$ cat src/lesd_pkg.sv
// ----------------------------------------------------------------------------
// lesd_pkg
// Shared types and constants for the line edge sigma detector: payload
// structs, configuration struct, register indexes, command, phase and mode codes.
// ----------------------------------------------------------------------------
package lesd_pkg;

  localparam int unsigned SampleBits = 12;
  localparam int unsigned MaxCalib   = 255;
  localparam int unsigned CountBits  = 8;
  localparam int unsigned SigmaBits  = 10;
  localparam int unsigned DsqBits    = 2 * SampleBits;
  localparam int unsigned SumBits    = DsqBits + CountBits + 1;
  localparam int unsigned KkBits     = 2 * SigmaBits;
  localparam int unsigned ProdBits   = SumBits + KkBits;
  localparam int unsigned CfgIdxBits = 2;
  localparam int unsigned CfgBits    = SigmaBits;

  // configuration register indexes
  localparam logic [CfgIdxBits-1:0] RegCalibSamples = 2'd0;
  localparam logic [CfgIdxBits-1:0] RegSigmaFactor  = 2'd1;
  localparam logic [CfgIdxBits-1:0] RegPerSideMode  = 2'd2;

  // command codes
  localparam logic CmdStart  = 1'b0;
  localparam logic CmdSample = 1'b1;

  // phase codes
  localparam logic [1:0] PhCal  = 2'd0;
  localparam logic [1:0] PhDet  = 2'd1;
  localparam logic [1:0] PhDone = 2'd2;

  // mode codes
  localparam logic ModeBoth    = 1'b0;
  localparam logic ModePerSide = 1'b1;

  localparam logic [CountBits-1:0] CalibReset = 8'd10;
  localparam logic [SigmaBits-1:0] SigmaReset = 10'd400;

  typedef struct packed {
    logic                  cmd;
    logic [SampleBits-1:0] left_sample;
    logic [SampleBits-1:0] right_sample;
  } in_item_t;

  typedef struct packed {
    logic [1:0] phase;
    logic       left_over;
    logic       right_over;
    logic       left_drive_on;
    logic       right_drive_on;
  } out_item_t;

  typedef struct packed {
    logic [CountBits-1:0] calib_samples;
    logic [SigmaBits-1:0] sigma_factor;
    logic                 per_side_mode;
  } cfg_t;

  function automatic logic [SampleBits-1:0] abs_diff(logic [SampleBits-1:0] a,
                                                     logic [SampleBits-1:0] b);
    logic [SampleBits-1:0] r;
    if (a >= b) r = a - b;
    else        r = b - a;
    return r;
  endfunction

  // calibration length clamped to one..MaxCalib
  function automatic logic [CountBits-1:0] eff_calib(logic [CountBits-1:0] n);
    logic [CountBits-1:0] r;
    r = n;
    if (r == '0) r = CountBits'(1);
    if (r > CountBits'(MaxCalib)) r = CountBits'(MaxCalib);
    return r;
  endfunction

endpackage

$ cat src/line_edge_sigma_detector_top.sv
// ----------------------------------------------------------------------------
// line_edge_sigma_detector_top
// Two-channel line edge detector with a sigma threshold on left and right
// sensor samples.
// ----------------------------------------------------------------------------
// Usage: items enter on in_valid_i/in_item_i and leave on out_valid_o/
// out_item_o; a side moves an item at a clock edge where its valid is high
// and its stall is low. Every input item gives exactly one result item.
// A start item (cmd 0) takes both baselines and enters calibration, the
// following calib_samples items build the squared-deviation sums, later
// items are tested against the threshold until the drives are stopped.
// The work per item is set by how many products the single shared
// multiplier must form in turn: none for start items and samples in the
// done phase, two in calibration, seven in detection. in_stall_o is high
// while an item is in work. The result register lets the next item be
// taken while the previous result waits; when out_stall_i holds, the
// finished item waits in its last step. Reset puts the block in the done
// phase with both drives off and loads calib_samples 10, sigma_factor 400
// and mode 0. Configuration is written through cfg_we_i/cfg_idx_i/cfg_data_i;
// the user must write it only while no item is in work, as the block does not enforce this.
// ----------------------------------------------------------------------------
module line_edge_sigma_detector_top (
  input  logic                              clk_i,
  input  logic                              rst_ni,
  input  logic                              in_valid_i,
  output logic                              in_stall_o,
  input  lesd_pkg::in_item_t                in_item_i,
  output logic                              out_valid_o,
  input  logic                              out_stall_i,
  output lesd_pkg::out_item_t               out_item_o,
  input  logic                              cfg_we_i,
  input  logic [lesd_pkg::CfgIdxBits-1:0]   cfg_idx_i,
  input  logic [lesd_pkg::CfgBits-1:0]      cfg_data_i
);

  lesd_pkg::cfg_t                 cfg_q;
  lesd_pkg::out_item_t            res;
  lesd_pkg::out_item_t            out_q;
  logic                           out_valid_q;
  logic                           busy;
  logic                           res_valid;
  logic                           res_ready;
  logic                           accept;
  logic [lesd_pkg::SumBits-1:0]   mul_a;
  logic [lesd_pkg::KkBits-1:0]    mul_b;
  logic [lesd_pkg::ProdBits-1:0]  prod;

  assign accept    = in_valid_i && !busy;
  assign res_ready = !out_valid_q || !out_stall_i;

  always_ff @(posedge clk_i or negedge rst_ni) begin
    if (!rst_ni) begin
      cfg_q <= '{calib_samples: lesd_pkg::CalibReset,
                 sigma_factor:  lesd_pkg::SigmaReset,
                 per_side_mode: lesd_pkg::ModeBoth};
    end else if (cfg_we_i) begin
      unique case (cfg_idx_i)
        lesd_pkg::RegCalibSamples:
          cfg_q.calib_samples <= cfg_data_i[lesd_pkg::CountBits-1:0];
        lesd_pkg::RegSigmaFactor:
          cfg_q.sigma_factor <= cfg_data_i[lesd_pkg::SigmaBits-1:0];
        lesd_pkg::RegPerSideMode:
          cfg_q.per_side_mode <= cfg_data_i[0];
        default: ;
      endcase
    end
  end

  lesd_mul u_mul (
    .clk_i  (clk_i),
    .a_i    (mul_a),
    .b_i    (mul_b),
    .prod_o (prod)
  );

  lesd_ctrl u_ctrl (
    .clk_i       (clk_i),
    .rst_ni      (rst_ni),
    .start_i     (accept),
    .item_i      (in_item_i),
    .cfg_i       (cfg_q),
    .res_ready_i (res_ready),
    .busy_o      (busy),
    .res_valid_o (res_valid),
    .res_o       (res),
    .mul_a_o     (mul_a),
    .mul_b_o     (mul_b),
    .prod_i      (prod)
  );

  // output register, refilled from the result of the finishing item
  always_ff @(posedge clk_i or negedge rst_ni) begin
    if (!rst_ni) begin
      out_valid_q <= 1'b0;
    end else if (res_valid) begin
      out_valid_q <= 1'b1;
    end else if (!out_stall_i) begin
      out_valid_q <= 1'b0;
    end
  end

  always_ff @(posedge clk_i) begin
    if (res_valid) out_q <= res;
  end

  assign in_stall_o  = busy;
  assign out_valid_o = out_valid_q;
  assign out_item_o  = out_q;

endmodule

$ cat src/lesd_mul.sv
// ----------------------------------------------------------------------------
// lesd_mul
// Shared unsigned multiplier with a registered product; the sequencer
// steers both operands and takes the product in the cycle after.
// ----------------------------------------------------------------------------
module lesd_mul (
  input  logic                          clk_i,
  input  logic [lesd_pkg::SumBits-1:0]  a_i,
  input  logic [lesd_pkg::KkBits-1:0]   b_i,
  output logic [lesd_pkg::ProdBits-1:0] prod_o
);

  logic [lesd_pkg::ProdBits-1:0] prod_q;

  always_ff @(posedge clk_i) begin
    prod_q <= lesd_pkg::ProdBits'(a_i) * lesd_pkg::ProdBits'(b_i);
  end

  assign prod_o = prod_q;

endmodule

$ cat src/lesd_ctrl.sv
// ----------------------------------------------------------------------------
// lesd_ctrl
// Sequencer and detector state: baselines, squared-deviation sums, sample
// count, phase and stop flags, all worked through the shared multiplier.
// ----------------------------------------------------------------------------
module lesd_ctrl (
  input  logic                          clk_i,
  input  logic                          rst_ni,
  input  logic                          start_i,
  input  lesd_pkg::in_item_t            item_i,
  input  lesd_pkg::cfg_t                cfg_i,
  input  logic                          res_ready_i,
  output logic                          busy_o,
  output logic                          res_valid_o,
  output lesd_pkg::out_item_t           res_o,
  output logic [lesd_pkg::SumBits-1:0]  mul_a_o,
  output logic [lesd_pkg::KkBits-1:0]   mul_b_o,
  input  logic [lesd_pkg::ProdBits-1:0] prod_i
);

  typedef enum logic [3:0] {
    StIdle, StFin, StCalL, StCalR, StCalFin,
    StKk, StDl, StRhsL, StLhsL, StDr, StRhsR, StLhsR, StDetFin
  } state_e;

  state_e                           state_q, state_d;
  lesd_pkg::in_item_t               item_q;
  logic [lesd_pkg::SampleBits-1:0]  base_l_q, base_r_q;
  logic [lesd_pkg::SumBits-1:0]     sum_l_q, sum_r_q;
  logic [lesd_pkg::CountBits-1:0]   count_q;
  logic [1:0]                       phase_q;
  logic                             stop_l_q, stop_r_q;
  logic [lesd_pkg::KkBits-1:0]      kk_q;
  logic [lesd_pkg::DsqBits-1:0]     dsq_q;
  logic [lesd_pkg::ProdBits-1:0]    rhs_q;
  logic                             over_l_q;

  logic [lesd_pkg::SampleBits-1:0]  dev_l, dev_r;
  logic [lesd_pkg::CountBits-1:0]   count_inc;
  logic                             over_r;
  logic                             stop_l_new, stop_r_new;

  assign dev_l     = lesd_pkg::abs_diff(item_q.left_sample, base_l_q);
  assign dev_r     = lesd_pkg::abs_diff(item_q.right_sample, base_r_q);
  assign count_inc = count_q + lesd_pkg::CountBits'(1);
  assign over_r    = prod_i > rhs_q;

  always_comb begin
    stop_l_new = stop_l_q;
    stop_r_new = stop_r_q;
    if (cfg_i.per_side_mode == lesd_pkg::ModeBoth) begin
      if (over_l_q || over_r) begin
        stop_l_new = 1'b1;
        stop_r_new = 1'b1;
      end
    end else begin
      if (over_l_q) stop_l_new = 1'b1;
      if (over_r)   stop_r_new = 1'b1;
    end
  end

  // operand steering for the shared multiplier
  always_comb begin
    mul_a_o = '0;
    mul_b_o = '0;
    unique case (state_q)
      StCalL, StDl: begin
        mul_a_o = lesd_pkg::SumBits'(dev_l);
        mul_b_o = lesd_pkg::KkBits'(dev_l);
      end
      StCalR, StCalFin, StDr: begin
        mul_a_o = lesd_pkg::SumBits'(dev_r);
        mul_b_o = lesd_pkg::KkBits'(dev_r);
      end
      StKk: begin
        mul_a_o = lesd_pkg::SumBits'(cfg_i.sigma_factor);
        mul_b_o = lesd_pkg::KkBits'(cfg_i.sigma_factor);
      end
      StRhsL: begin
        mul_a_o = sum_l_q;
        mul_b_o = kk_q;
      end
      StRhsR: begin
        mul_a_o = sum_r_q;
        mul_b_o = kk_q;
      end
      StLhsL, StLhsR, StDetFin: begin
        mul_a_o = lesd_pkg::SumBits'(dsq_q);
        mul_b_o = lesd_pkg::KkBits'(count_q);
      end
      default: begin
        mul_a_o = '0;
        mul_b_o = '0;
      end
    endcase
  end

  always_comb begin
    state_d = state_q;
    unique case (state_q)
      StIdle: begin
        if (start_i) begin
          if (item_i.cmd == lesd_pkg::CmdStart || phase_q == lesd_pkg::PhDone) begin
            state_d = StFin;
          end else if (phase_q == lesd_pkg::PhCal) begin
            state_d = StCalL;
          end else begin
            state_d = StKk;
          end
        end
      end
      StCalL:   state_d = StCalR;
      StCalR:   state_d = StCalFin;
      StKk:     state_d = StDl;
      StDl:     state_d = StRhsL;
      StRhsL:   state_d = StLhsL;
      StLhsL:   state_d = StDr;
      StDr:     state_d = StRhsR;
      StRhsR:   state_d = StLhsR;
      StLhsR:   state_d = StDetFin;
      StFin, StCalFin, StDetFin: begin
        if (res_ready_i) state_d = StIdle;
      end
      default:  state_d = StIdle;
    endcase
  end

  always_ff @(posedge clk_i or negedge rst_ni) begin
    if (!rst_ni) begin
      state_q     <= StIdle;
      base_l_q    <= '0;
      base_r_q    <= '0;
      sum_l_q     <= '0;
      sum_r_q     <= '0;
      count_q     <= '0;
      phase_q     <= lesd_pkg::PhDone;
      stop_l_q    <= 1'b1;
      stop_r_q    <= 1'b1;
      res_valid_o <= 1'b0;
      res_o       <= '0;
    end else begin
      state_q     <= state_d;
      res_valid_o <= 1'b0;
      unique case (state_q)
        StCalR: sum_l_q <= sum_l_q + lesd_pkg::SumBits'(prod_i);
        StFin: begin
          if (res_ready_i) begin
            res_valid_o <= 1'b1;
            if (item_q.cmd == lesd_pkg::CmdStart) begin
              base_l_q <= item_q.left_sample;
              base_r_q <= item_q.right_sample;
              sum_l_q  <= '0;
              sum_r_q  <= '0;
              count_q  <= '0;
              phase_q  <= lesd_pkg::PhCal;
              stop_l_q <= 1'b0;
              stop_r_q <= 1'b0;
              res_o    <= '{phase: lesd_pkg::PhCal, left_over: 1'b0, right_over: 1'b0,
                            left_drive_on: 1'b1, right_drive_on: 1'b1};
            end else begin
              res_o    <= '{phase: phase_q, left_over: 1'b0, right_over: 1'b0,
                            left_drive_on: !stop_l_q, right_drive_on: !stop_r_q};
            end
          end
        end
        StCalFin: begin
          if (res_ready_i) begin
            res_valid_o <= 1'b1;
            sum_r_q     <= sum_r_q + lesd_pkg::SumBits'(prod_i);
            count_q     <= count_inc;
            if (count_inc >= lesd_pkg::eff_calib(cfg_i.calib_samples)) begin
              phase_q <= lesd_pkg::PhDet;
              res_o   <= '{phase: lesd_pkg::PhDet, left_over: 1'b0, right_over: 1'b0,
                           left_drive_on: !stop_l_q, right_drive_on: !stop_r_q};
            end else begin
              res_o   <= '{phase: lesd_pkg::PhCal, left_over: 1'b0, right_over: 1'b0,
                           left_drive_on: !stop_l_q, right_drive_on: !stop_r_q};
            end
          end
        end
        StDetFin: begin
          if (res_ready_i) begin
            res_valid_o <= 1'b1;
            stop_l_q    <= stop_l_new;
            stop_r_q    <= stop_r_new;
            if (stop_l_new && stop_r_new) begin
              phase_q <= lesd_pkg::PhDone;
              res_o   <= '{phase: lesd_pkg::PhDone, left_over: over_l_q, right_over: over_r,
                           left_drive_on: !stop_l_new, right_drive_on: !stop_r_new};
            end else begin
              res_o   <= '{phase: lesd_pkg::PhDet, left_over: over_l_q, right_over: over_r,
                           left_drive_on: !stop_l_new, right_drive_on: !stop_r_new};
            end
          end
        end
        default: ;
      endcase
    end
  end

  // item capture and multiplier intermediates
  always_ff @(posedge clk_i) begin
    unique case (state_q)
      StIdle: if (start_i) item_q <= item_i;
      StDl:   kk_q  <= prod_i[lesd_pkg::KkBits-1:0];
      StRhsL: dsq_q <= prod_i[lesd_pkg::DsqBits-1:0];
      StLhsL: rhs_q <= prod_i;
      StDr:   over_l_q <= prod_i > rhs_q;
      StRhsR: dsq_q <= prod_i[lesd_pkg::DsqBits-1:0];
      StLhsR: rhs_q <= prod_i;
      default: ;
    endcase
  end

  assign busy_o = (state_q != StIdle);

endmodule
$ cat config.mk
export PLATFORM = sky130hd
export DESIGN_NAME = line_edge_sigma_detector_top
export DESIGN_NICKNAME = d
export VERILOG_FILES = /design/src/lesd_pkg.sv /design/src/line_edge_sigma_detector_top.sv /design/src/lesd_mul.sv /design/src/lesd_ctrl.sv
export SDC_FILE = /design/constraint.sdc
export NUM_CORES = 2
export LEC_CHECK = 0
export ABC_AREA = 0
export BUFFER_PORTS_ARGS = -buffer_cell sky130_fd_sc_hd__buf_2
export CAP_MARGIN = 20
export CELL_PAD_IN_SITES_DETAIL_PLACEMENT = 1
export CELL_PAD_IN_SITES_GLOBAL_PLACEMENT = 1
export CORE_ASPECT_RATIO = 1.4
export CORE_MARGIN = 3
export CORE_UTILIZATION = 47
export DETAILED_ROUTE_END_ITERATION = 12
export PLACE_DENSITY = 0.82
export SYNTH_ARGS = -nofsm -noshare
export SYNTH_HDL_FRONTEND = slang
export SYNTH_SLANG_ARGS = --single-unit
export TNS_END_PERCENT = 30
$ cat constraint.sdc
create_clock -name clk_i -period 9.71 [get_ports clk_i]
set_input_delay 1.942 -clock clk_i [delete_from_list [all_inputs] [get_ports clk_i]]
set_output_delay 1.942 -clock clk_i [all_outputs]
set_load 0.02 [all_outputs]
# Yosys cells after proc, flatten, opt, wreduce, memory -nomap -nowiden
# Index checks and enable logic that the tools add are counted.
# totals
register_bits	315
latch_bits	0
ram_bits	0
romBits	0
inputBits	42
elab_cells	163
n_memories	0
# op_classes
add_sub_neg	7
mul	1
div_mod_pow	0
n_lt_le_gt_ge	5
n_eq_ne	24
n_shift	0
mux	54
bitwise	2
n_reduce_logical	38
# ops
cell	count
one-hot mux 33 bit (6 select lines)	1
one-hot mux 33 bit (2 select lines)	2
one-hot mux 20 bit (5 select lines)	1
two-way mux 33 bit	3
two-way mux 8 bit	9
adder 33 bit	2
> comparator 53 bit	1
multiplier 33 x 20 -> 53 bit	1
subtractor 12 bit	4
one-hot mux 4 bit (11 select lines)	1
two-way mux 6 bit	5
greater-or-equal comparator 12 bit	2
two-way mux 12 bit	2
equality test 4 bit (second input constant)	5
one-hot mux 6 bit (3 select lines)	1
equality test 4 x 3 -> 1 bit (second input constant)	4
one-hot mux 8 bit (2 select lines)	1
two-way mux 1 bit	14
two-way mux 2 bit	6
two-way mux 4 bit	3
AND reduction 4 bit	3
!= test 2 bit (second input constant)	5
AND reduction 2 bit	5
OR reduction 3 bit	3
25 further kinds	47

# Depth between registers and ports, before layout
# depth
ltp_word	12
ltp_mapped	39
depth_no_buf	37

# Modules after synthesis
# From an unflattened synthesis, not the netlist that was laid out.
# unflattened
cells_unflattened	4176
area_unflattened_um2	39185.1
# by_module_without_submodules
mod	instances	cells_per_inst	area_per_inst_um2	seq_area_each_um2
lesd_mul	1	2505	22484.1	1061.0
lesd_ctrl	1	1619	15742.6	6525.0
line_edge_sigma_detector_top	1	52	958.4	686.9

# Worst setup path after synthesis
# Ideal clock, no wire load.
# synth_timing
kind	register to register
from	register u_ctrl.item_q[12] in the netlist's numbering
to	register u_mul.prod_q, in the netlist u_mul.prod_o[36]
setup_time_ns	0.122
t_arrival_ns	9.222
required_time_ns	9.588
path_slack_ns	0.366
path_stages_with_launch	39
period_less_slack_ns	9.344
cell_sequence	edfxtp_1 inv_1 ha_1 inv_1 fa_1 a21o_1 a31o_1 a2111oi_2 o21ai_2 a21oi_4 mux2i_1 xnor2_1 a211o_1 clkbuf_1 o21ai_0 fa_1 inv_1 fa_1 (+3 left out) fa_1 inv_1 fa_1 inv_1 fa_1 inv_1 fa_1 inv_1 ha_1 nand2_1 o21ai_0 a221o_1 o211ai_1 a211oi_1 o21bai_1 a21boi_0 nor4_1 a311o_1
# synth_via
elab_chain_len	4
elab_cells_between_ends	7
# synth_rtl
item	line_no	rtl
from (decl)	lesd_ctrl.sv:27	lesd_pkg::in_item_t item_q;
from (signal assigned)	lesd_ctrl.sv:204	StIdle: if (start_i) item_q <= item_i;
subtractor 12 bit, or another cell as far along	lesd_pkg.sv:64	else r = b - a;
two-way mux 12 bit (*)	lesd_pkg.sv:63	if (a >= b) r = a - b;
one-hot mux 33 bit (6 select lines) / one-hot mux 20 bit (5 select lines) (equally long branches)	lesd_ctrl.sv:66	unique case (state_q)
multiplier 33 x 20 -> 53 bit (*)	lesd_mul.sv:16	prod_q <= lesd_pkg::ProdBits'(a_i) * lesd_pkg::ProdBits'(b_i);
to (signal assigned)	lesd_mul.sv:16	
to (decl)	lesd_mul.sv:13	logic [lesd_pkg::ProdBits-1:0] prod_q;
# Mark *: on every way between the ends. The rest lies on a longest branch, timed or not.
# A chain may end at the register's enable or synchronous reset.

# Worst setup path after layout
# layout_timing
from	register u_ctrl.item_q[12] in the netlist's numbering
to	register u_mul.prod_q, in the netlist u_mul.prod_o[35]
# The elaborated chain is that of the path after synthesis.

==> results_dict.tcl <==
set metrics [dict create \
    clockRootBuffer "sky130_fd_sc_hd__clkbuf_16" \
    final_antenna_net_count 0 \
    finalHoldViolations 0 \
    fmax_mhz 97.6 \
    first_pass_iters 6 \
    worst_clock_skew_ns 0.0353 \
    cts.sinks 315 \
    postLayoutCellArea_um2 45500 \
    critical_path_depth 42 \
    drt_iter0_markers 2336 \
    timing.hold.ws_ns 0.449 \
    remaining_drc_errors 0 \
    routabilityCongestion 0.978 \
    htreeDepth 2 \
    io_pins 50 \
    final_max_slew_viol_count 0 \
    synth_flop_cell "sky130_fd_sc_hd__edfxtp_1" \
    path_common_cell "sky130_fd_sc_hd__fa_1" \
    worst_hold_path_type "flop to flop" \
    register_area_um2 8270 \
    fillCellCount 9400 \
    syn-instance-count 4322 \
    core_area_um2 83000 \
    grt_setup_unrepaired "yes" \
    cts-root-to-sink-buffers 3 \
    worstMarginPinSlew_ns 1.08 \
    synth_enable_flop_cells 129 \
    worst-endpoint-arrival_ns 10.79 \
    cts.clk_slew.worst_paths_ns 0.07 \
    multi_input_combinational_cell_area_um2 28100 \
    crit_type "flop to flop" \
    path_buf_inv 14 \
    met3_global_route_usage_pct 4.86 \
    synth_warnings 0 \
    top_usage_layer "met2" \
    failed_checks "negative setup slack" \
    core.rowCount 125 \
    worstSetupEndpointType "flop" \
    wl_per_cell_um 27.1 \
    outcome "finished, violations left" \
    synth.cell_area_um2 39400 \
    cp.required_ns 10.25 \
    vias_per_cell 6.09 \
    num_vias 34600 \
    initial_core_util_pct 47.4 \
    antenna_found_initial 5 \
    largest_fanout_on_the_critical_path 6 \
    use_met2_pct 60.7 \
    hold_buffers 0 \
    setup_viol 25 \
    flip_flop_and_latch_count_after_synthesis 315 \
    die_height_um 348 \
    inserted_clock_buffers 35 \
    placement.io_buffers 49 \
    dp_hpwl_mm 117 \
    area_delta_synth_final_pct 15.6 \
    max_slew_margin_pct 27.9 \
    max_cap_violations 0 \
    grt_first_pass_wirelength_mm 224 \
    r2r.worst_path.cells 42 \
    die_x_um 251 \
    synth_seq_area_share_pct 21.0 \
    cts_tree "yes" \
    placed_area_um2 42900 \
    synth.distinct_cells 86 \
    syn-mean-instance-area_um2 9.11 \
    grt_start_max_net_pins 71 \
    master_of_the_slowest_instance_on_the_critical_path "sky130_fd_sc_hd__fa_1" \
    gr-usage-met1_pct 33.2 \
    min_delay_path_depth 0 \
    route.final.wire_length_mm 154 \
    syn_nets 5259 \
    fraction_of_final_layout_cells_with_drive_strength_greater_than_1_pct 14.7 \
    fin_setup_tns_ns -7.09 \
    worst_path_dominant_cell_family "adder cells" \
    setup_slack_ns -0.539 \
    grt_remaining_overflow 0 \
    finalCritPeriodShare_pct 106 \
    finish.net_count 5509 \
    start_kind "flop" \
    grt_pass1_vias 38800 \
    groute.usage.overall_pct 33.8 \
    time_the_final_worst_path_needs_with_i_o_delays_and_setup_ns 10.25 \
    cell_type_with_the_largest_total_area_after_synthesis "sky130_fd_sc_hd__fa_1" \
    worst-r2r-setup-slack_ns -0.54 \
    slowest_delay_ns 0.68 \
    worstSkewPairLatency_ns 0.59 \
    final_cell_mix "sky130_fd_sc_hd__inv_1, sky130_fd_sc_hd__fa_1, sky130_fd_sc_hd__nand2_1" \
    async_flop_share_pct 42.2 \
    floorplan.die_area_um2 87300 \
    synth_area_leaders "sky130_fd_sc_hd__fa_1, sky130_fd_sc_hd__ha_1, sky130_fd_sc_hd__edfxtp_1" \
    synthDominantCellAreaShare_pct 28.5 \
    most_common_cell_after_layout_fill_and_taps_aside "sky130_fd_sc_hd__inv_1" \
]
[sequential cells by signal, indices dropped and copies added, names as in the netlist]
signal / flops
u_ctrl.stop_r_q: 1
u_ctrl.count_q: 8
u_ctrl.res_valid_o: 1
u_ctrl.state_q: 4
u_ctrl.sum_l_q: 33
u_ctrl.res_o: 6
u_ctrl.base_l_q: 12
u_ctrl.kk_q: 20
u_ctrl.stop_l_q: 1
u_ctrl.phase_q: 2
u_ctrl.item_q: 25
cfg_q: 19
u_mul.prod_o: 53
u_ctrl.over_l_q: 1
u_ctrl.base_r_q: 12
u_ctrl.dsq_q: 24
out_item_o: 6
u_ctrl.sum_r_q: 33
u_ctrl.rhs_q: 53
out_valid_o: 1
[through the flow]
step,utilization [%],cells,worst slack [ns]
floorplan,-,4322,0.366
global placement,51.6,5567,-0.188
detailed placement,51.6,5567,-0.509
CTS,53.6,5642,-0.00316
global route,54.8,5679,-0.764
finish,54.8,5681,-0.539
[layer usage]
metal	routed length, µm	share of wire [%]	vias up
li1	-	-	14500
met1	48000	31	17500
met2	76500	50	1628
met3	9940	6.5	904
met4	19200	12	2
met5	11	0.0072	-
[Yosys cell counts, types with 21 or more instances]
cell                       count
sky130_fd_sc_hd__xor2_1       43
sky130_fd_sc_hd__nand3_1      67
sky130_fd_sc_hd__clkbuf_1    168
sky130_fd_sc_hd__ha_1        335
sky130_fd_sc_hd__inv_1       803
sky130_fd_sc_hd__a22o_1       21
sky130_fd_sc_hd__a21oi_1     203
sky130_fd_sc_hd__nor3_1       31
sky130_fd_sc_hd__o21ai_0     248
sky130_fd_sc_hd__nor2_1      286
sky130_fd_sc_hd__dfxtp_1      53
sky130_fd_sc_hd__a21oi_2      28
sky130_fd_sc_hd__a211oi_1     28
sky130_fd_sc_hd__fa_1        560
sky130_fd_sc_hd__o21a_1       25
sky130_fd_sc_hd__nand2b_1     26
sky130_fd_sc_hd__nand2_1     481
sky130_fd_sc_hd__edfxtp_1    129
sky130_fd_sc_hd__nor2b_1      22
sky130_fd_sc_hd__and2_1       43
sky130_fd_sc_hd__a21o_1       88
sky130_fd_sc_hd__and3_1       27
sky130_fd_sc_hd__a22oi_1      36
sky130_fd_sc_hd__o211ai_1     23
sky130_fd_sc_hd__dfrtp_1     125
sky130_fd_sc_hd__xnor2_1      69
sky130_fd_sc_hd__o21bai_1     23
[cells by family after synthesis]
family	after synthesis	synth area share, %
buffers and inverters	996	9.63
and+or+nand+nor	1073	12.0
muxes	33	0.890
adders and majority gates	895	39.1
DFF	315	21.0
xor gates and xnor gates	112	2.49
AOI/OAI and AO/OA	898	14.9
[final cells by class]
| type | instances | area share (%) |
|---|---|---|
| antenna | 3 | 0.0165 |
| clock buffer | 42 | 2.11 |
| clock inverter | 22 | 0.764 |
| inverter | 803 | 6.64 |
| multi-input combinational | 3011 | 61.6 |
| sequential | 315 | 18.2 |
| tap | 1079 | 2.97 |
| timing repair buffer | 406 | 7.71 |
[path summary, 6_finish.rpt]
path | startpoint | endpoint
hold / removal | u_mul.prod_o[33]$_DFF_P_ | u_ctrl.rhs_q[33]$_DFFE_PP_
min in group asynchronous | rst_ni | u_ctrl.res_o[5]$_DFFE_PN0P_
hold reg to reg | u_mul.prod_o[33]$_DFF_P_ | u_ctrl.rhs_q[33]$_DFFE_PP_
max in group asynchronous | rst_ni | u_ctrl.sum_l_q[25]$_DFFE_PN0P_
setup / recovery | u_ctrl.item_q[12]$_DFFE_PP_ | u_mul.prod_o[35]$_DFF_P_
setup reg to reg | u_ctrl.item_q[12]$_DFFE_PP_ | u_mul.prod_o[35]$_DFF_P_
[timing repair]
item	CTS	global route
gates resized for setup	52	136
pin swaps	23	53
gates cloned	1	7
endpoints found under the setup margin	27	29
endpoints found under the hold margin	0	0
buffers inserted	10	29
Power is not shown: default switching activity piles up to over one toggle a cycle in this logic, so the estimate is an artifact.
